### src/design/png_scanline_unfilter_defines.svh
// Assertion macros shared by the scanline unfilter modules.
// Depends on nothing; the checks compile away when SYNTH is defined.
`ifndef PNG_SCANLINE_UNFILTER_DEFINES_SVH
`define PNG_SCANLINE_UNFILTER_DEFINES_SVH
`ifndef SYNTH
`define PSU_ASSERT_ALWAYS(label, clk, rst_n, expr) \
    label: assert property (@(posedge clk) disable iff (!rst_n) (expr)) \
        else $error("assertion failed");
`define PSU_ASSERT_NEXT(label, clk, rst_n, ante, cons) \
    label: assert property (@(posedge clk) disable iff (!rst_n) (ante) |=> (cons)) \
        else $error("assertion failed");
`else
`define PSU_ASSERT_ALWAYS(label, clk, rst_n, expr)
`define PSU_ASSERT_NEXT(label, clk, rst_n, ante, cons)
`endif
`endif

### src/design/psu_pkg.sv
// Types and constants of the scanline unfilter: beat structs, queue entry,
// filter codes and Adam7 pass geometry. Depends on nothing.
package psu_pkg;

    localparam int IDX_W = 20;

    localparam logic [2:0] FILT_NONE  = 3'd0;
    localparam logic [2:0] FILT_SUB   = 3'd1;
    localparam logic [2:0] FILT_UP    = 3'd2;
    localparam logic [2:0] FILT_AVG   = 3'd3;
    localparam logic [2:0] FILT_PAETH = 3'd4;

    localparam logic [2:0] PASS_WHOLE = 3'd7;

    localparam logic [1:0] REG_WIDTH      = 2'd0;
    localparam logic [1:0] REG_HEIGHT     = 2'd1;
    localparam logic [1:0] REG_BPP        = 2'd2;
    localparam logic [1:0] REG_INTERLACED = 2'd3;

    localparam logic [3:0] ORG_X [8] = '{4'd0, 4'd4, 4'd0, 4'd2, 4'd0, 4'd1, 4'd0, 4'd0};
    localparam logic [3:0] ORG_Y [8] = '{4'd0, 4'd0, 4'd4, 4'd0, 4'd2, 4'd0, 4'd1, 4'd0};
    localparam logic [3:0] STEP_X [8] = '{4'd8, 4'd8, 4'd4, 4'd4, 4'd2, 4'd2, 4'd1, 4'd1};
    localparam logic [3:0] STEP_Y [8] = '{4'd8, 4'd8, 4'd8, 4'd4, 4'd4, 4'd2, 4'd2, 4'd1};
    localparam logic [1:0] SHIFT_X [8] = '{2'd3, 2'd3, 2'd2, 2'd2, 2'd1, 2'd1, 2'd0, 2'd0};
    localparam logic [1:0] SHIFT_Y [8] = '{2'd3, 2'd3, 2'd3, 2'd2, 2'd2, 2'd1, 2'd1, 2'd0};

    typedef struct packed {
        logic       kind;
        logic [7:0] data_byte;
    } in_item_t;

    typedef struct packed {
        logic [7:0]  pixel_byte;
        logic [2:0]  pass_number;
        logic [11:0] row_in_pass;
        logic [14:0] byte_in_row;
        logic        row_end;
        logic        image_end;
        logic        bad_filter;
    } out_item_t;

    typedef struct packed {
        logic             bad;
        logic             first_row;
        logic             stored;
        logic [2:0]       ftype;
        logic [7:0]       data;
        logic [IDX_W-1:0] idx;
        logic [2:0]       pass_number;
        logic [11:0]      row;
        logic             row_end;
        logic             image_end;
    } job_t;

endpackage

### src/design/psu_queue.sv
// Two-entry job queue between the front and back parts.
// Depends on psu_pkg and the assertion macro header.
`include "png_scanline_unfilter_defines.svh"
module psu_queue (
    input  logic          clk,
    input  logic          rst_n,
    input  logic          push,
    input  psu_pkg::job_t push_job,
    output logic          ready,
    input  logic          pop,
    output logic          head_valid,
    output psu_pkg::job_t head_job
);
    import psu_pkg::*;

    job_t       slot_reg [2];
    logic       rd_ptr_reg, rd_ptr_next;
    logic       wr_ptr_reg, wr_ptr_next;
    logic [1:0] count_reg, count_next;

    assign ready      = (count_reg != 2'd2);
    assign head_valid = (count_reg != 2'd0);
    assign head_job   = slot_reg[rd_ptr_reg];

    always_comb
    begin
        rd_ptr_next = rd_ptr_reg ^ pop;
        wr_ptr_next = wr_ptr_reg ^ push;
        count_next  = count_reg + 2'(push) - 2'(pop);
    end

    always_ff @(posedge clk)
    begin
        if (push)
        begin
            slot_reg[wr_ptr_reg] <= push_job;
        end
    end

    always_ff @(posedge clk or negedge rst_n)
    begin
        if (!rst_n)
        begin
            rd_ptr_reg <= 1'b0;
            wr_ptr_reg <= 1'b0;
            count_reg  <= 2'd0;
        end
        else
        begin
            rd_ptr_reg <= rd_ptr_next;
            wr_ptr_reg <= wr_ptr_next;
            count_reg  <= count_next;
        end
    end

    `PSU_ASSERT_ALWAYS(a_count_range, clk, rst_n, count_reg <= 2'd2)
    `PSU_ASSERT_ALWAYS(a_no_overflow, clk, rst_n, !(push && count_reg == 2'd2))
    `PSU_ASSERT_ALWAYS(a_no_underflow, clk, rst_n, !(pop && count_reg == 2'd0))
    `PSU_ASSERT_NEXT(a_ptr_track, clk, rst_n, count_reg == 2'd0 && !push,
        rd_ptr_reg == wr_ptr_reg)

endmodule

### config.mk
export PLATFORM = sky130hd
export DESIGN_NAME = psu_queue
export DESIGN_NICKNAME = d
export VERILOG_FILES = /design/src/design/psu_pkg.sv /design/src/design/psu_queue.sv
export VERILOG_INCLUDE_DIRS = /design/src /design/src/design
export SDC_FILE = /design/constraint.sdc
export NUM_CORES = 1
export LEC_CHECK = 0
export BUFFER_PORTS_ARGS = -buffer_cell sky130_fd_sc_hd__buf_4
export CAP_MARGIN = 20
export CELL_PAD_IN_SITES_DETAIL_PLACEMENT = 1
export CELL_PAD_IN_SITES_GLOBAL_PLACEMENT = 2
export CORE_MARGIN = 4
export CORE_UTILIZATION = 35
export CTS_BUF_LIST = sky130_fd_sc_hd__clkbuf_16
export CTS_CLUSTER_SIZE = 25
export DETAILED_ROUTE_END_ITERATION = 12
export PLACE_DENSITY = 0.82
export SYNTH_ARGS = -nofsm -noshare
export SYNTH_HDL_FRONTEND = slang
export SYNTH_SLANG_ARGS = --single-unit
export TNS_END_PERCENT = 1
### constraint.sdc
create_clock -name clk -period 2.1 [get_ports clk]
set_input_delay 0.105 -clock clk [delete_from_list [all_inputs] [get_ports clk]]
set_output_delay 0.105 -clock clk [all_outputs]
set_load 0.02 [all_outputs]
==> key figures, run 1 <==
Global route
  • Met1 GRT Util: 0.129
  • Initial antenna violation count: 0
  • Pin count of the biggest net entering global routing: 30
  • Global-route wire length before repair: 12000 µm
  • GRT overflow: 0
  • GR peak layer: met2
  • Global routing usage on met3: 0.0272
  • GRT Total Usage: 0.116
  • Grt met2 use: 0.220
  • Vias in the first global route: 2396

Timing
  • Worst Skew: 0.00528 ns
  • Worst rel slew slack: 0.722
  • Fin. max-slew vios: 0
  • Worst Tran Pin Value: 0.417 ns
  • TNS Setup: 0 ns
  • Min Tclk post-route: 1.92 ns
  • Fmax: 522 MHz
  • Final worst path period share: 0.912
  • Hold Fails Final Rpt: 0
  • Worst hold slack: 0.0353 ns
  • RSZ-0062 raised after global routing: false
  • Setup Viol. Count Final: 0

Power and ir drop
  • Flop pwr share: 0.405
  • Total power: 7.50 mW
  • Clock power share: 0.219
  • Net switching power: 2.26 mW
  • Share of power burned in combinational logic: 0.377
  • Int Power: 5.24 mW
  • Sw frac: 0.302
  • Pleak: 2.41 nW
  • Peak VDD IR: 0.814 mV
  • Power Dens Cells: 1270 nW/µm²

Route
  • Post-route ant nets: 0
  • Drt wl/cell: 15.7 µm
  • DR DRC count: 0
  • WL final: 7780 µm
  • Vias: 2148
  • Vias per cell: 4.34
  • Iter 0 DRT Violations: 32
  • DR pass1 iterations: 3

Place
  • IO Port Bufs: 107
  • GPL Wtd Cong: 0.670
  • Hpwl dp: 5080 µm
  • Cells after DPL: 426

Clocking
  • Post-cts sizing count: 0
  • CTS tree: yes
  • Worst skew pair latency: 0.33 ns
  • Clock Pin Slew Worst Setup and Hold Paths: 0.07 ns
  • H-tree Lvls: 3
  • CTS buffer count: 9
  • CTS sink cnt: 106
  • CTS root buf: clkbuf_16
  • CTS max path bufs: 2

Critical path
  • Crit-path cells: buf_4 -> mux2_4 -> buf_4
  • CP required: 2.00 ns
  • Endpoint type of the worst setup path: output pin
  • Crit start category: register
  • Cell mode on critical path: buf_4
  • CP arrival: 1.81 ns
  • Max incr delay on CP: 0.69 ns
  • CP max stage cell: dfrtp_4
  • CP max FO: 21
  • Critical path type: register to output pin

Die
  • Die area: 13600 µm²
  • Core area: 11500 µm²
  • Die Y: 117 µm
  • DIE WIDTH: 117 µm
  • I/O pins: 108
  • Initial Utilization: 0.360
  • Std-Cell Rows: 39

Synth
  • Mux share of post-synthesis cell area: 0.183
  • Synth Area in Compound Gates: 0
  • Syn_area_per_cell: 23.7 µm²
  • Library cells used by synthesis: 12
  • Synthesized area: 4140 µm²
  • Net Count, Synth: 234
  • Xor-xnor portion of the synthesized cell area: 0.00785
  • Syn Inst Count: 175
  • Largest family of logic cells by synthesized area: multiplexers
  • Yosys Warn Count: 0
  • Post-synthesis simple-gate area fraction: 0.00302
  • Adder-cell area share of the yosys netlist: 0.0121
  • Register area share after synthesis: 0.764
  • Synth Register Bits: 106

Layout
  • Area Growth Syn to Fin: 42.9%
  • Final std cells w/o fill: 495
  • Most frequent cells in the layout: 113 x buf_4, 102 x edfxtp_1, 53 x dlygate4sd3_1
  • Antenna Cells: 0
  • Max reg flops: 102
  • Nets: 406
  • Most common cell after layout, fill and taps aside: buf_4
  • Core Util, Final: 0.514
  • Fillers: 1072
  • Share of cells above drive strength 1: 0.526

Status
  • Status: finished clean

Min path
  • Worst Hold Class: input pin to register

Job
  • Max cap viols: 0
stage by stage:
stage / worst slack, ns / cell area [µm²]
final: 0.185 / 5920
after detailed placement: 0.513 / 5090
after global placement: 0.511 / 5090
after floorplan: 0.0186 / 4140
after global routing: 0.0999 / 5920
after CTS: 0.154 / 5920
path summary, 6_finish.rpt:
path / from / to / slack [ns] / depth (start not counted)
worst max register to register: wr_ptr_reg / slot_reg[0][21] / 0.75 / 3
min in group asynchronous: rst_n / count_reg[0] / 0.10 / 2
worst min register to register: wr_ptr_reg / wr_ptr_reg / 0.65 / 3
worst min-delay path: push / count_reg[0] / 0.04 / 2
worst max-delay path: rd_ptr_reg / head_job[49] / 0.18 / 3
max in group asynchronous: rst_n / rd_ptr_reg / 1.88 / 2
what timing repair did:
action | CTS | global route
setup buffers | 0 | 0
hold buffers | 53 | 0
hold endpoints to repair | 107 | 0
kinds of logic (layout without fill, tap and decap cells):
family / count (synthesis) / in the layout
xor gates and xnor gates: 2 / 2
adders and majority gates: 4 / 4
buffers and inverters: 10 / 187
DFF: 106 / 106
muxes: 51 / 51
and+or+nand+nor: 2 / 2
routing by layer:
layer,part of all wire,vias up
li1,-,1021
met1,0.38,1056
met2,0.55,62
met3,0.050,9
met4,0.012,0
met5,0,-
layout make-up:
cell class                 count  area, µm²  area share
clock inverter                 7       75.1      0.0127
inverter                       4       15.0     0.00254
multi-input combinational     59        858       0.145
tap                          143        179      0.0302
clock buffer                   9        225      0.0381
sequential                   106       3170       0.535
timing repair buffer         167       1400       0.236
worst max-delay path: cells and delay by family (launching register included):
family | cells | cell delay (ns)
flops | 1 | 0.69
buf+inv | 2 | 0.47
mux | 1 | 0.33
power groups by stage:
| stage | Clock, mW | Sequential [mW] | Combinational, mW |
|---|---|---|---|
| CTS | 1.71 | 3.05 | 2.88 |
| finish | 1.64 | 3.03 | 2.82 |
| global placement | 0 | 3.07 | 2.75 |
| detailed placement | 0 | 3.09 | 2.79 |
| floorplan | 0 | 2.95 | 2.07 |
| global route | 1.80 | 3.09 | 3.00 |
cell usage after synthesis:
master	count	share of area
ha_1	4	0.012
buf_12	5	0.024
xor3_1	1	0.0057
edfxtp_1	102	0.74
mux2_2	2	0.0054
mux2_4	49	0.18
nand2b_1	1	0.0015
xor2_1	1	0.0021
buf_6	1	0.0027
or2_2	1	0.0015
inv_1	4	0.0036
dfrtp_1	4	0.024
Power figures use the tool's default switching activity.
==> inputs of run 2 (changes only) <==
--- a/config.mk
+++ b/config.mk
@@ -15,6 +15,7 @@
 export CTS_BUF_LIST = sky130_fd_sc_hd__clkbuf_16
 export CTS_CLUSTER_SIZE = 25
 export DETAILED_ROUTE_END_ITERATION = 12
+export GPL_TIMING_DRIVEN = 0
 export PLACE_DENSITY = 0.82
 export SYNTH_ARGS = -nofsm -noshare
 export SYNTH_HDL_FRONTEND = slang
==> key figures, run 2 (synthesis results as in run 1) <==
Route
  • WL final: 7840 µm
  • Vias per cell: 4.32
  • DR pass1 iterations: 4
  • Vias: 2142
  • DRT met1 WL: 2980 µm
  • Top routing layer used: met4
  • Routed wl met3: 376 µm
  • Post-route ant nets: 0
  • Met2 WL: 4370 µm
  • Iter 0 DRT Violations: 75
  • Drt wl/cell: 15.8 µm
  • DR DRC count: 0

Layout
  • Share of cells above drive strength 1: 0.510
  • Final std cells w/o fill: 496
  • Area Growth Syn to Fin: 43.7%
  • Nets: 407
  • Most common cell after layout, fill and taps aside: buf_4
  • Most frequent cells in the layout: 107 x buf_4, 102 x edfxtp_1, 53 x dlygate4sd3_1
  • Antenna Cells: 0
  • Max reg flops: 102

Min path
  • Hold Path Depth: 2
  • Worst Hold Class: input pin to register
  • Hold_sp: push
  • Worst hold path endpoint: count_reg[0]

Global route
  • Initial antenna violation count: 0
  • Global-route wire length before repair: 12100 µm
  • Pin count of the biggest net entering global routing: 30
  • Vias in the first global route: 2447
  • GRT overflow: 0
  • GRT Total Usage: 0.120

Critical path
  • Endpoint type of the worst setup path: register
  • Reg2reg end: slot_reg[0][24]
  • Worst reg2reg path depth: 3
  • Max incr delay on CP: 0.64 ns
  • Crit-path cells: inv_1 -> ha_2 -> buf_12
  • CP max FO: 27
  • Crit start category: register
  • Critical path type: register to register
  • Origin of the critical flop-to-flop path: wr_ptr_reg
  • CP required: 2.13 ns
  • CP max stage cell: ha_2
  • CP arrival: 1.72 ns
  • Critical Path Source: wr_ptr_reg
  • Reg2Reg Setup Slack: 0.41 ns

Timing
  • Min Tclk post-route: 1.69 ns
  • Final WS setup: 0.408 ns
  • RSZ-0062 raised after global routing: false
  • Final worst path period share: 0.806
  • Worst Skew: 0.00295 ns
  • TNS Setup: 0 ns
  • Setup Viol. Count Final: 0
  • Worst Tran Pin Value: 0.715 ns
  • Fmax: 591 MHz
  • Worst hold slack: 0.0459 ns
  • Hold Fails Final Rpt: 0
  • Worst rel slew slack: 0.523
  • Fin. max-slew vios: 0

Die
  • Initial Utilization: 0.360
  • Core area: 11500 µm²
  • I/O pins: 108
  • Die Y: 117 µm
  • Std-Cell Rows: 39
  • Die area: 13600 µm²
  • DIE WIDTH: 117 µm

Power and ir drop
  • Int Power: 5.25 mW
  • Net switching power: 2.26 mW
  • Sw frac: 0.301
  • Pleak: 2.43 nW
  • Power Dens Cells: 1260 nW/µm²
  • Flop pwr share: 0.389
  • Peak VDD IR: 0.638 mV
  • Share of power burned in combinational logic: 0.419
  • Clock power share: 0.192

Clocking
  • CTS tree: yes
  • CTS max path bufs: 2
  • CTS buffer count: 9
  • H-tree Lvls: 3
  • Worst skew pair latency: 0.33 ns
  • CTS sink cnt: 106
  • Clock Pin Slew Worst Setup and Hold Paths: 0.06 ns
  • CTS root buf: clkbuf_16

Place
  • Hpwl dp: 5140 µm
  • IO Port Bufs: 107
  • GPL Wtd Cong: 0.619
  • Cells after DPL: 427
  • Post-Place Setup Slack: 0.366 ns

Job
  • Max cap viols: 0

Status
  • Status: finished clean
-- run 2: layout make-up --
cell class / count / area [µm²]
Multi-Input combinational cell: 59 / 858
Timing Repair Buffer: 162 / 1370
Inverter: 4 / 15.0
Fill cell: 1066 / 5560
Sequential cell: 106 / 3160
Clock inverter: 7 / 28.8
Clock buffer: 9 / 225
Tap cell: 143 / 179
Buffer: 6 / 111
-- run 2: how the worst max path moves through the flow --
| stage | cells after the start | slack (ns) | end |
|---|---|---|---|
| after global routing | 3 | 0.32 | slot_reg[0][13] |
| after floorplan | 2 | 0.02 | slot_reg[0][0] |
| after CTS | 3 | 0.36 | slot_reg[0][13] |
| after global placement | 2 | -0.73 | slot_reg[0][24] |
| final | 3 | 0.41 | slot_reg[0][24] |
| after detailed placement | 3 | 0.37 | slot_reg[0][24] |
-- run 2: per-stage QoR --
step	power, mW	area, µm²	util
2_1_floorplan	5.03	4140	-
3_3_place_gp	6.02	5120	0.445
3_5_place_dp	6.09	5170	0.449
4_1_cts	7.64	5950	0.517
5_1_grt	7.90	5950	0.517
6_report	7.51	5950	0.517
-- run 2: power by group through the flow --
| stage | registers, mW | logic, mW | clock network (mW) |
|---|---|---|---|
| final | 2.92 | 3.15 | 1.44 |
| after global routing | 2.96 | 3.34 | 1.60 |
| after CTS | 2.93 | 3.21 | 1.50 |
| after detailed placement | 2.97 | 3.12 | 0 |
| after global placement | 2.98 | 3.04 | 0 |
| after floorplan | 2.95 | 2.07 | 0 |
-- run 2: worst max-delay path, delay by kind of cell, from the launching register on --
kind,cells,cell delay (ns)
adders and majority gates,1,0.64
DFF,1,0.39
buffers and inverters,2,0.34
-- run 2: layer usage --
layer	global-route usage	vias up
met1	0.132	1042
met2	0.222	63
met4	0.0505	0
met5	0	-
li1	-	1028
met3	0.0252	9
-- run 2: timing repair --
| item | in CTS | in global routing |
|---|---|---|
| setup buffers | 0 | 0 |
| gates resized for setup | 0 | 0 |
| hold buffers | 53 | 0 |
| hold endpoints to repair | 107 | 0 |
