**config.mk**
```make
export PLATFORM = sky130hd
export DESIGN_NAME = psu_front
export DESIGN_NICKNAME = d
export VERILOG_FILES = /design/src/design/png_scanline_unfilter_defines.svh /design/src/design/psu_pkg.sv /design/src/design/psu_front.sv
export SDC_FILE = /design/constraint.sdc
export NUM_CORES = 1
export LEC_CHECK = 0
export BUFFER_PORTS_ARGS = -buffer_cell sky130_fd_sc_hd__buf_2
export CAP_MARGIN = 10
export CORE_MARGIN = 2
export CORE_UTILIZATION = 54
export CTS_BUF_LIST = sky130_fd_sc_hd__clkbuf_8
export DETAILED_ROUTE_END_ITERATION = 8
export PLACE_DENSITY = 0.71
export SLEW_MARGIN = 5
export SYNTH_ARGS = -nofsm -noshare
export SYNTH_HDL_FRONTEND = slang
export SYNTH_SLANG_ARGS = --single-unit
```
**constraint.sdc**
```tcl
create_clock -name clk -period 19.65 [get_ports clk]
set_clock_uncertainty 0.1 [all_clocks]
set_input_delay 5.895 -clock clk [delete_from_list [all_inputs] [get_ports clk]]
set_output_delay 5.895 -clock clk [all_outputs]
set_load 0.02 [all_outputs]
```
**src/design/png_scanline_unfilter_defines.svh**
```systemverilog
// Assertion macros shared by the scanline unfilter modules.
// Depends on nothing; the checks compile away when SYNTH is defined.
`ifndef PNG_SCANLINE_UNFILTER_DEFINES_SVH
`define PNG_SCANLINE_UNFILTER_DEFINES_SVH
`ifndef SYNTH
`define PSU_ASSERT_ALWAYS(label, clk, rst_n, expr) \
    label: assert property (@(posedge clk) disable iff (!rst_n) (expr)) \
        else $error("assertion failed");
`define PSU_ASSERT_NEXT(label, clk, rst_n, ante, cons) \
    label: assert property (@(posedge clk) disable iff (!rst_n) (ante) |=> (cons)) \
        else $error("assertion failed");
`else
`define PSU_ASSERT_ALWAYS(label, clk, rst_n, expr)
`define PSU_ASSERT_NEXT(label, clk, rst_n, ante, cons)
`endif
`endif

```
**src/design/psu_pkg.sv**
```systemverilog
// Types and constants of the scanline unfilter: beat structs, queue entry,
// filter codes and Adam7 pass geometry. Depends on nothing.
package psu_pkg;

    localparam int IDX_W = 20;

    localparam logic [2:0] FILT_NONE  = 3'd0;
    localparam logic [2:0] FILT_SUB   = 3'd1;
    localparam logic [2:0] FILT_UP    = 3'd2;
    localparam logic [2:0] FILT_AVG   = 3'd3;
    localparam logic [2:0] FILT_PAETH = 3'd4;

    localparam logic [2:0] PASS_WHOLE = 3'd7;

    localparam logic [1:0] REG_WIDTH      = 2'd0;
    localparam logic [1:0] REG_HEIGHT     = 2'd1;
    localparam logic [1:0] REG_BPP        = 2'd2;
    localparam logic [1:0] REG_INTERLACED = 2'd3;

    localparam logic [3:0] ORG_X [8] = '{4'd0, 4'd4, 4'd0, 4'd2, 4'd0, 4'd1, 4'd0, 4'd0};
    localparam logic [3:0] ORG_Y [8] = '{4'd0, 4'd0, 4'd4, 4'd0, 4'd2, 4'd0, 4'd1, 4'd0};
    localparam logic [3:0] STEP_X [8] = '{4'd8, 4'd8, 4'd4, 4'd4, 4'd2, 4'd2, 4'd1, 4'd1};
    localparam logic [3:0] STEP_Y [8] = '{4'd8, 4'd8, 4'd8, 4'd4, 4'd4, 4'd2, 4'd2, 4'd1};
    localparam logic [1:0] SHIFT_X [8] = '{2'd3, 2'd3, 2'd2, 2'd2, 2'd1, 2'd1, 2'd0, 2'd0};
    localparam logic [1:0] SHIFT_Y [8] = '{2'd3, 2'd3, 2'd3, 2'd2, 2'd2, 2'd1, 2'd1, 2'd0};

    typedef struct packed {
        logic       kind;
        logic [7:0] data_byte;
    } in_item_t;

    typedef struct packed {
        logic [7:0]  pixel_byte;
        logic [2:0]  pass_number;
        logic [11:0] row_in_pass;
        logic [14:0] byte_in_row;
        logic        row_end;
        logic        image_end;
        logic        bad_filter;
    } out_item_t;

    typedef struct packed {
        logic             bad;
        logic             first_row;
        logic             stored;
        logic [2:0]       ftype;
        logic [7:0]       data;
        logic [IDX_W-1:0] idx;
        logic [2:0]       pass_number;
        logic [11:0]      row;
        logic             row_end;
        logic             image_end;
    } job_t;

endpackage

```
**src/design/psu_front.sv**
```systemverilog
// Front part: accepts stream beats, tracks filter bytes, rows and Adam7 passes,
// and queues one job per result. Depends on psu_pkg.
module psu_front #(
    parameter int MAX_DIM       = 4096,
    parameter int MAX_ROW_BYTES = 32768
) (
    input  logic             clk,
    input  logic             rst_n,
    input  logic             item_valid,
    input  psu_pkg::in_item_t item,
    output logic             item_stall,
    input  logic [12:0]      image_width,
    input  logic [12:0]      image_height,
    input  logic [6:0]       bpp_eff,
    input  logic             interlaced,
    output logic             push,
    output psu_pkg::job_t    job,
    input  logic             queue_ready
);
    import psu_pkg::*;

    logic [2:0]       pass_reg, pass_next;
    logic [12:0]      rows_reg, rows_next;
    logic [16:0]      rb_reg, rb_next;
    logic [12:0]      row_reg, row_next;
    logic [IDX_W-1:0] bc_reg, bc_next;
    logic [2:0]       ftype_reg, ftype_next;
    logic             first_reg, first_next;
    logic             done_reg, done_next;
    logic             err_reg, err_next;

    logic        accept;
    logic [12:0] w, h;
    logic [3:0]  bp_start;
    logic [12:0] pw_all [8];
    logic [12:0] ph_all [8];
    logic        bp_found;
    logic [2:0]  bp_sel;
    logic [19:0] rb_prod;
    logic [16:0] bp_rb;
    logic [2:0]  pnum;
    logic [12:0] row_inc;

    assign item_stall = !queue_ready;
    assign accept     = item_valid && queue_ready;
    assign w = (32'(image_width) > MAX_DIM) ? 13'(MAX_DIM) : image_width;
    assign h = (32'(image_height) > MAX_DIM) ? 13'(MAX_DIM) : image_height;
    assign bp_start = item.kind ? 4'd0 : {1'b0, pass_reg} + 4'd1;
    assign pnum = interlaced ? pass_reg : PASS_WHOLE;
    assign row_inc = row_reg + 13'd1;

    always_comb
    begin
        bp_found = 1'b0;
        bp_sel   = PASS_WHOLE;
        for (int q = 0; q < 8; q++)
        begin
            pw_all[q] = (w > 13'(ORG_X[q])) ?
                13'((14'(w) - 14'(ORG_X[q]) + 14'(STEP_X[q]) - 14'd1) >> SHIFT_X[q]) : 13'd0;
            ph_all[q] = (h > 13'(ORG_Y[q])) ?
                13'((14'(h) - 14'(ORG_Y[q]) + 14'(STEP_Y[q]) - 14'd1) >> SHIFT_Y[q]) : 13'd0;
        end
        for (int q = 7; q >= 0; q--)
        begin
            if (pw_all[q] != 13'd0 && ph_all[q] != 13'd0 && 4'(q) >= bp_start &&
                (interlaced ? (q <= 6) : (q == 7)))
            begin
                bp_found = 1'b1;
                bp_sel   = 3'(q);
            end
        end
        rb_prod = 20'(pw_all[bp_sel]) * 20'(bpp_eff);
        bp_rb   = 17'((rb_prod + 20'd7) >> 3);
    end

    always_comb
    begin
        pass_next  = pass_reg;
        rows_next  = rows_reg;
        rb_next    = rb_reg;
        row_next   = row_reg;
        bc_next    = bc_reg;
        ftype_next = ftype_reg;
        first_next = first_reg;
        done_next  = done_reg;
        err_next   = err_reg;
        push       = 1'b0;
        job.bad         = 1'b0;
        job.first_row   = first_reg;
        job.stored      = (32'(bc_reg - 20'd1) < MAX_ROW_BYTES);
        job.ftype       = ftype_reg;
        job.data        = item.data_byte;
        job.idx         = bc_reg - 20'd1;
        job.pass_number = pnum;
        job.row         = row_reg[11:0];
        job.row_end     = 1'b0;
        job.image_end   = 1'b0;
        if (accept)
        begin
            if (item.kind)
            begin
                err_next  = 1'b0;
                done_next = !bp_found;
                if (bp_found)
                begin
                    pass_next  = bp_sel;
                    rows_next  = ph_all[bp_sel];
                    rb_next    = bp_rb;
                    row_next   = 13'd0;
                    bc_next    = '0;
                    first_next = 1'b1;
                end
            end
            else if (!done_reg && !err_reg)
            begin
                if (bc_reg == '0)
                begin
                    if (item.data_byte > 8'd4)
                    begin
                        err_next = 1'b1;
                        push     = 1'b1;
                        job.bad  = 1'b1;
                        job.idx  = '0;
                    end
                    else
                    begin
                        ftype_next = item.data_byte[2:0];
                        bc_next    = 20'd1;
                    end
                end
                else
                begin
                    push    = 1'b1;
                    bc_next = bc_reg + 20'd1;
                    if (bc_reg >= 20'(rb_reg))
                    begin
                        job.row_end = 1'b1;
                        bc_next     = '0;
                        first_next  = 1'b0;
                        row_next    = row_inc;
                        if (row_inc >= rows_reg)
                        begin
                            if (bp_found)
                            begin
                                pass_next  = bp_sel;
                                rows_next  = ph_all[bp_sel];
                                rb_next    = bp_rb;
                                row_next   = 13'd0;
                                first_next = 1'b1;
                            end
                            else
                            begin
                                done_next     = 1'b1;
                                job.image_end = 1'b1;
                            end
                        end
                    end
                end
            end
        end
    end

    always_ff @(posedge clk or negedge rst_n)
    begin
        if (!rst_n)
        begin
            pass_reg  <= '0;
            rows_reg  <= '0;
            rb_reg    <= '0;
            row_reg   <= '0;
            bc_reg    <= '0;
            ftype_reg <= '0;
            first_reg <= 1'b1;
            done_reg  <= 1'b1;
            err_reg   <= 1'b0;
        end
        else
        begin
            pass_reg  <= pass_next;
            rows_reg  <= rows_next;
            rb_reg    <= rb_next;
            row_reg   <= row_next;
            bc_reg    <= bc_next;
            ftype_reg <= ftype_next;
            first_reg <= first_next;
            done_reg  <= done_next;
            err_reg   <= err_next;
        end
    end

endmodule

```
==> qor.txt, run 1 <==
Status -> finished clean
DR vias/cell -> 6.06
Cts hold-fix bufs -> 0
# H-tree levels -> 3
Fin cells -> 1857
DRC Markers -> 0
I/O pin count -> 100
Final Hold Viols -> 0
Slew Limit Fails -> 0
TritonCTS clock tree -> built
Final setup viols -> 0
Worst Setup Start Kind -> primary input
Overall routing resource usage -> 0.284
Postcts setup bufs -> 0
RSZ-0062 raised after global routing -> no
Die span in y -> 152 µm
Synthesized area -> 11800 µm²
Worst slew pin tran -> 1.07 ns
Async SR Flop Fraction -> 1.00
Fillers -> 2102
TritonRoute pass-1 iters -> 6
Synth cell count leaders -> nand2_1, nor2_1, inv_1
Library cells used by synthesis -> 87
Vias in the first global route -> 10900
Number of port buffers -> 99
Tot Pwr -> 0.00187 W
Worst-case clock buffer depth -> 2
Clock Sinks -> 72
Initial antenna violation count -> 1
Slowest-stage cell, CP -> a21oi_4
DP Wirelength -> 25700 µm
Initial Utilization -> 0.546
FP Rows -> 54
Maximum vdd ir drop -> 0.000125 V
Cell accounting for the most synthesized area -> dfrtp_1
Worst Path Arrival -> 16.39 ns
Post-DRT Antenna Nets -> 0
CTS resizes -> 0
Pwr per Cell Area -> 151 nW/µm²
Syn-to-layout area delta -> 4.78%
HP Class -> register to register
Syn avg cell area -> 7.50 µm²
GPL Wtd Cong -> 1.01
Total grt overflow -> 0
Largest register FFs -> 20
Die Span X -> 152 µm
Full die area -> 23100 µm²
Post-Synthesis Cells -> 1579
Most common cell in the netlist -> nand2_1
Seq/Total Area, Yosys -> 0.152
DR iter-0 viols -> 932
First-pass GRT wire length -> 55200 µm
Critical Path Sink Type -> register
Synth Warn # -> 0
Via count -> 11300
WP data required -> 19.79 ns
Post-layout nets -> 1760
Core area -> 21700 µm²
Placed Cells incl. Taps -> 1840
WL final -> 33200 µm
Post-synth EDFFs -> 0
CP max stage delay -> 0.68 ns
Worst setup path category -> primary input to register
Final period utilization -> 0.827
Clk slew on worst S/H paths -> 0.08 ns
Drt wl/cell -> 17.9 µm
Largest net degree at the start of global routing -> 73
Root buffer cell -> clkbuf_8
Final TNS setup -> 0 ns
Top cells by area in the synthesized netlist -> dfrtp_1, fa_1, ha_1
Highest achievable clock rate -> 61.6 MHz
P_leak -> 5.80 nW
Share of cells above drive strength 1 -> 0.102
Post-Syn Nets -> 1767
Slew Limit Headroom -> 0.286
Yosys top cell area share -> 0.148
Synthesis-stage register bit count -> 72
MaxCap Viol Count -> 0
Ys flop type -> dfrtp_1
Most repeated library cell on the critical path -> inv_1
Skew-Pair Late Insertion Delay -> 0.35 ns
Final hold slack -> 0.373 ns
Num CTS Buffers -> 9
Period minus WS final -> 16.24 ns
Max FO, Critical Path -> 44
layout by cell type, fill, tap and decap left out, types with 18 or more instances in the layout:
cell / netlist / layout
and3_1: 23 / 23
buf_2: 39 / 98
o21ai_0: 79 / 79
a21o_1: 38 / 38
inv_1: 135 / 135
o211ai_1: 18 / 18
a21oi_1: 63 / 62
mux2i_1: 23 / 23
nand2_1: 158 / 157
nor2b_1: 19 / 18
nor3_1: 55 / 55
nor4_1: 20 / 20
o31ai_1: 22 / 22
nor2_1: 140 / 140
xnor2_1: 71 / 71
dfrtp_1: 70 / 70
xor2_1: 29 / 29
fa_1: 57 / 57
nand3_1: 38 / 38
ha_1: 84 / 84
a31oi_1: 18 / 18
nand2b_1: 24 / 24
and2_1: 48 / 48
area by class of cell:
class	count	area, µm²	share of cell area
Multi-Input combinational cell	1242	8940	0.720
Clock inverter	5	81.3	0.00655
Inverter	137	514	0.0414
Clock buffer	10	138	0.0111
Timing Repair Buffer	110	581	0.0468
Sequential cell	72	1800	0.145
Tap cell	280	350	0.0282
Antenna cell	1	2.50	0.000202
through the flow:
stage,worst slack (ns),cell area [µm²],utilization
floorplan,4.60,11800,-
global placement,3.48,12200,0.562
detailed placement,3.20,12200,0.562
CTS,3.56,12400,0.572
global route,2.60,12400,0.572
finish,3.41,12400,0.572
logic make-up (layout without fill, tap and decap cells):
family | count (synthesis) | in the layout | share of synthesized area
compound gates | 346 | 346 | 0.197
fa+ha+maj | 141 | 141 | 0.185
buf+inv | 265 | 262 | 0.0954
mux | 31 | 31 | 0.0270
flops | 72 | 72 | 0.152
xor+xnor | 100 | 100 | 0.0740
simple gates | 624 | 624 | 0.269
other cells | 0 | 1 | 0
worst paths after layout:
| check | from | end | slack (ns) | cells after the start |
|---|---|---|---|---|
| hold / removal | first_reg | first_reg | 0.37 | 2 |
| setup reg to reg | pass_reg[0] | rb_reg[15] | 10.24 | 35 |
| max in group asynchronous | rst_n | rb_reg[6] | 13.28 | 1 |
| setup / recovery | image_height[12] | rb_reg[15] | 3.41 | 41 |
| hold reg to reg | first_reg | first_reg | 0.37 | 2 |
| min in group asynchronous | rst_n | rows_reg[9] | 5.57 | 1 |
report_power, final:
group | leakage, nW | internal [W] | total, W | switching [W]
combinational | 4.74 | 0.000629 | 0.00154 | 0.000907
clock | 0.108 | 0.0000742 | 0.000130 | 0.0000562
sequential | 0.956 | 0.000181 | 0.000207 | 0.0000259
total | 5.80 | 0.000885 | 0.00187 | 0.000989
worst max-delay path: cells and delay by family:
family                     cells  cell delay, ns
and+or+nand+nor                7            1.41
muxes                          1            0.22
buffers and inverters         10            2.02
AOI/OAI and AO/OA             17            4.09
adders and majority gates      6            2.69
metal layers:
layer  GRT usage  share of wire
met1       0.391           0.45
met5           0              0
met2       0.462           0.45
met4       0.105          0.032
met3      0.0331          0.068
Note: power is estimated with default switching activity, not from simulation.
==> run 2, diff against run 1 <==
ABC_AREA = 1   (was unset)
clock period = 15.7 ns   (was 19.65 ns; I/O delays follow)
==> run 2 against run 1 <==
  * Wire length rose by 2.3%
  * Final area rose by 0.38%
  * Synthesized area fell by 0.20%
  * Global-route usage rose by 0.95 points
  * Critical path depth rose by 2
  * Synthesized cell count rose by 14%
  * Flip-flop and latch count did not move
  * Utilization rose by 0.40 points
  * Hold slack improved by 0.0097 ns
  * Count of clock-buffer cells in the layout fell by 1
  * Non-clock buffer count fell by 10
==> qor.txt, run 2 <==
Status -> finished clean
Fillers -> 2195
Async SR Flop Fraction -> 1.00
MaxCap Viol Count -> 0
Synthesized area -> 11800 µm²
Total grt overflow -> 0
Clk slew on worst S/H paths -> 0.07 ns
Post-DRT Antenna Nets -> 0
Core area -> 21600 µm²
Worst Setup Start Kind -> primary input
Final period utilization -> 0.873
Sequential cell area -> 1800 µm²
Die span in y -> 152 µm
HP Class -> register to register
DR vias/cell -> 5.49
Worst slew pin tran -> 0.906 ns
Core Util, Final -> 0.576
Post-synth EDFFs -> 0
RSZ-0062 raised after global routing -> no
CP max stage delay -> 0.77 ns
Reg-to-reg slack, setup -> 7.00 ns
I/O pin count -> 100
Share of cells above drive strength 1 -> 0.125
Post-Syn Nets -> 1995
Slowest-stage cell, CP -> inv_2
Vias in the first global route -> 11400
Yosys top cell area share -> 0.148
GPL Wtd Cong -> 1.02
TritonRoute pass-1 iters -> 6
Overall routing resource usage -> 0.294
Library cells used by synthesis -> 65
Max FO, Critical Path -> 84
Drt wl/cell -> 15.9 µm
Final TNS setup -> 0 ns
Most common cell in the netlist -> nand2_1
Top cells by area in the synthesized netlist -> dfrtp_1, nand2_1, inv_1
Via count -> 11700
Skew-Pair Late Insertion Delay -> 0.35 ns
Period minus WS final -> 13.71 ns
DR iter-0 viols -> 929
Post-Synthesis Cells -> 1807
Cell accounting for the most synthesized area -> dfrtp_1
DP Wirelength -> 27900 µm
Worst Path Arrival -> 13.83 ns
FP Rows -> 54
Cts hold-fix bufs -> 0
Setup crit start -> image_height[12]
Initial Utilization -> 0.547
Hold Startpoint -> ftype_reg[0]
CTS resizes -> 0
Slew Limit Fails -> 0
# H-tree levels -> 3
Full die area -> 23100 µm²
Critical Path Sink Type -> register
Slew Limit Headroom -> 0.396
DRC Markers -> 0
TritonCTS clock tree -> built
Largest net degree at the start of global routing -> 85
Fin area -> 12500 µm²
Post-layout nets -> 2040
Syn avg cell area -> 6.54 µm²
Synth Warn # -> 0
Most common cell after layout, fill and taps aside -> nand2_1
Ys flop type -> dfrtp_1
Num CTS Buffers -> 9
Die Span X -> 152 µm
Syn-to-layout area delta -> 5.39%
Placed cell area -> 12200 µm²
Postcts setup bufs -> 0
Seq/Total Area, Yosys -> 0.153
Reg2reg start -> pass_reg[0]
Largest register FFs -> 20
Clock Sinks -> 72
Worst-case clock buffer depth -> 2
Most frequent cells in the layout -> nand2_1, inv_1, nor2_1, o21ai_0, buf_2
Final Hold Viols -> 0
Synth cell count leaders -> nand2_1, inv_1, nor2_1
Antenna fix cells -> 0
Placed Cells incl. Taps -> 2121
WL final -> 33900 µm
WP data required -> 15.82 ns
Multi-input logic area -> 8270 µm²
Worst setup path category -> primary input to register
Most repeated library cell on the critical path -> nand2_1
Initial antenna violation count -> 0
Fin cells -> 2136
Final setup viols -> 0
Root buffer cell -> clkbuf_8
Number of port buffers -> 99
First-pass GRT wire length -> 56600 µm
Highest achievable clock rate -> 73.0 MHz
Synthesis-stage register bit count -> 72
[run 2: cell types whose count changed after synthesis, sizes merged, moves of 34 or more]
cell    change
and2       -48
clkbuf     -45
inv       +212
nand2     +222
nand3      +57
nor2      +110
o21ai      +48
xnor2      -66
xor2       +34
[run 2: layout make-up]
type | instances | area share
tap | 280 | 0.0281
sequential | 72 | 0.145
multi-input combinational | 1319 | 0.664
timing repair buffer | 100 | 0.0406
inverter | 350 | 0.106
clock buffer | 9 | 0.00994
clock inverter | 6 | 0.00683
[run 2: per-layer routing]
layer	up-vias	GRT usage	share of wire
met5	-	0	0
met4	0	0.0930	0.027
met3	67	0.0302	0.064
met2	434	0.488	0.46
met1	5402	0.405	0.45
li1	5833	-	-
[run 2: cells by family after synthesis]
| group | share of synthesized area |
|---|---|
| simple gates | 0.316 |
| buf+inv | 0.148 |
| compound gates | 0.145 |
| fa+ha+maj | 0.185 |
| flops | 0.153 |
| xor+xnor | 0.0529 |
[run 2: final timing paths]
| path | endpoint | cells past startpoint |
|---|---|---|
| worst min register to register | ftype_reg[0] | 2 |
| min in group asynchronous | row_reg[3] | 1 |
| worst max-delay path | rb_reg[15] | 43 |
| worst min-delay path | ftype_reg[0] | 2 |
| max in group asynchronous | rb_reg[13] | 1 |
| worst max register to register | rb_reg[15] | 41 |
[run 2: through the flow]
step           hold WS, ns  setup slack (ns)
6_report             0.383              1.99
4_1_cts              0.377              2.17
3_5_place_dp         0.365              1.82
3_3_place_gp         0.357              1.93
2_1_floorplan        0.348              3.56
5_1_grt              0.409              1.24
[run 2: critical path: cells and delay by family]
family,cells,cell delay [ns]
compound gates,14,2.55
xor+xnor,1,0.14
buf+inv,6,1.52
simple gates,17,2.31
fa+ha+maj,5,2.52
Power of run 2 is not shown: default switching activity piles up to over one toggle a cycle in this logic, so the estimate is an artifact.
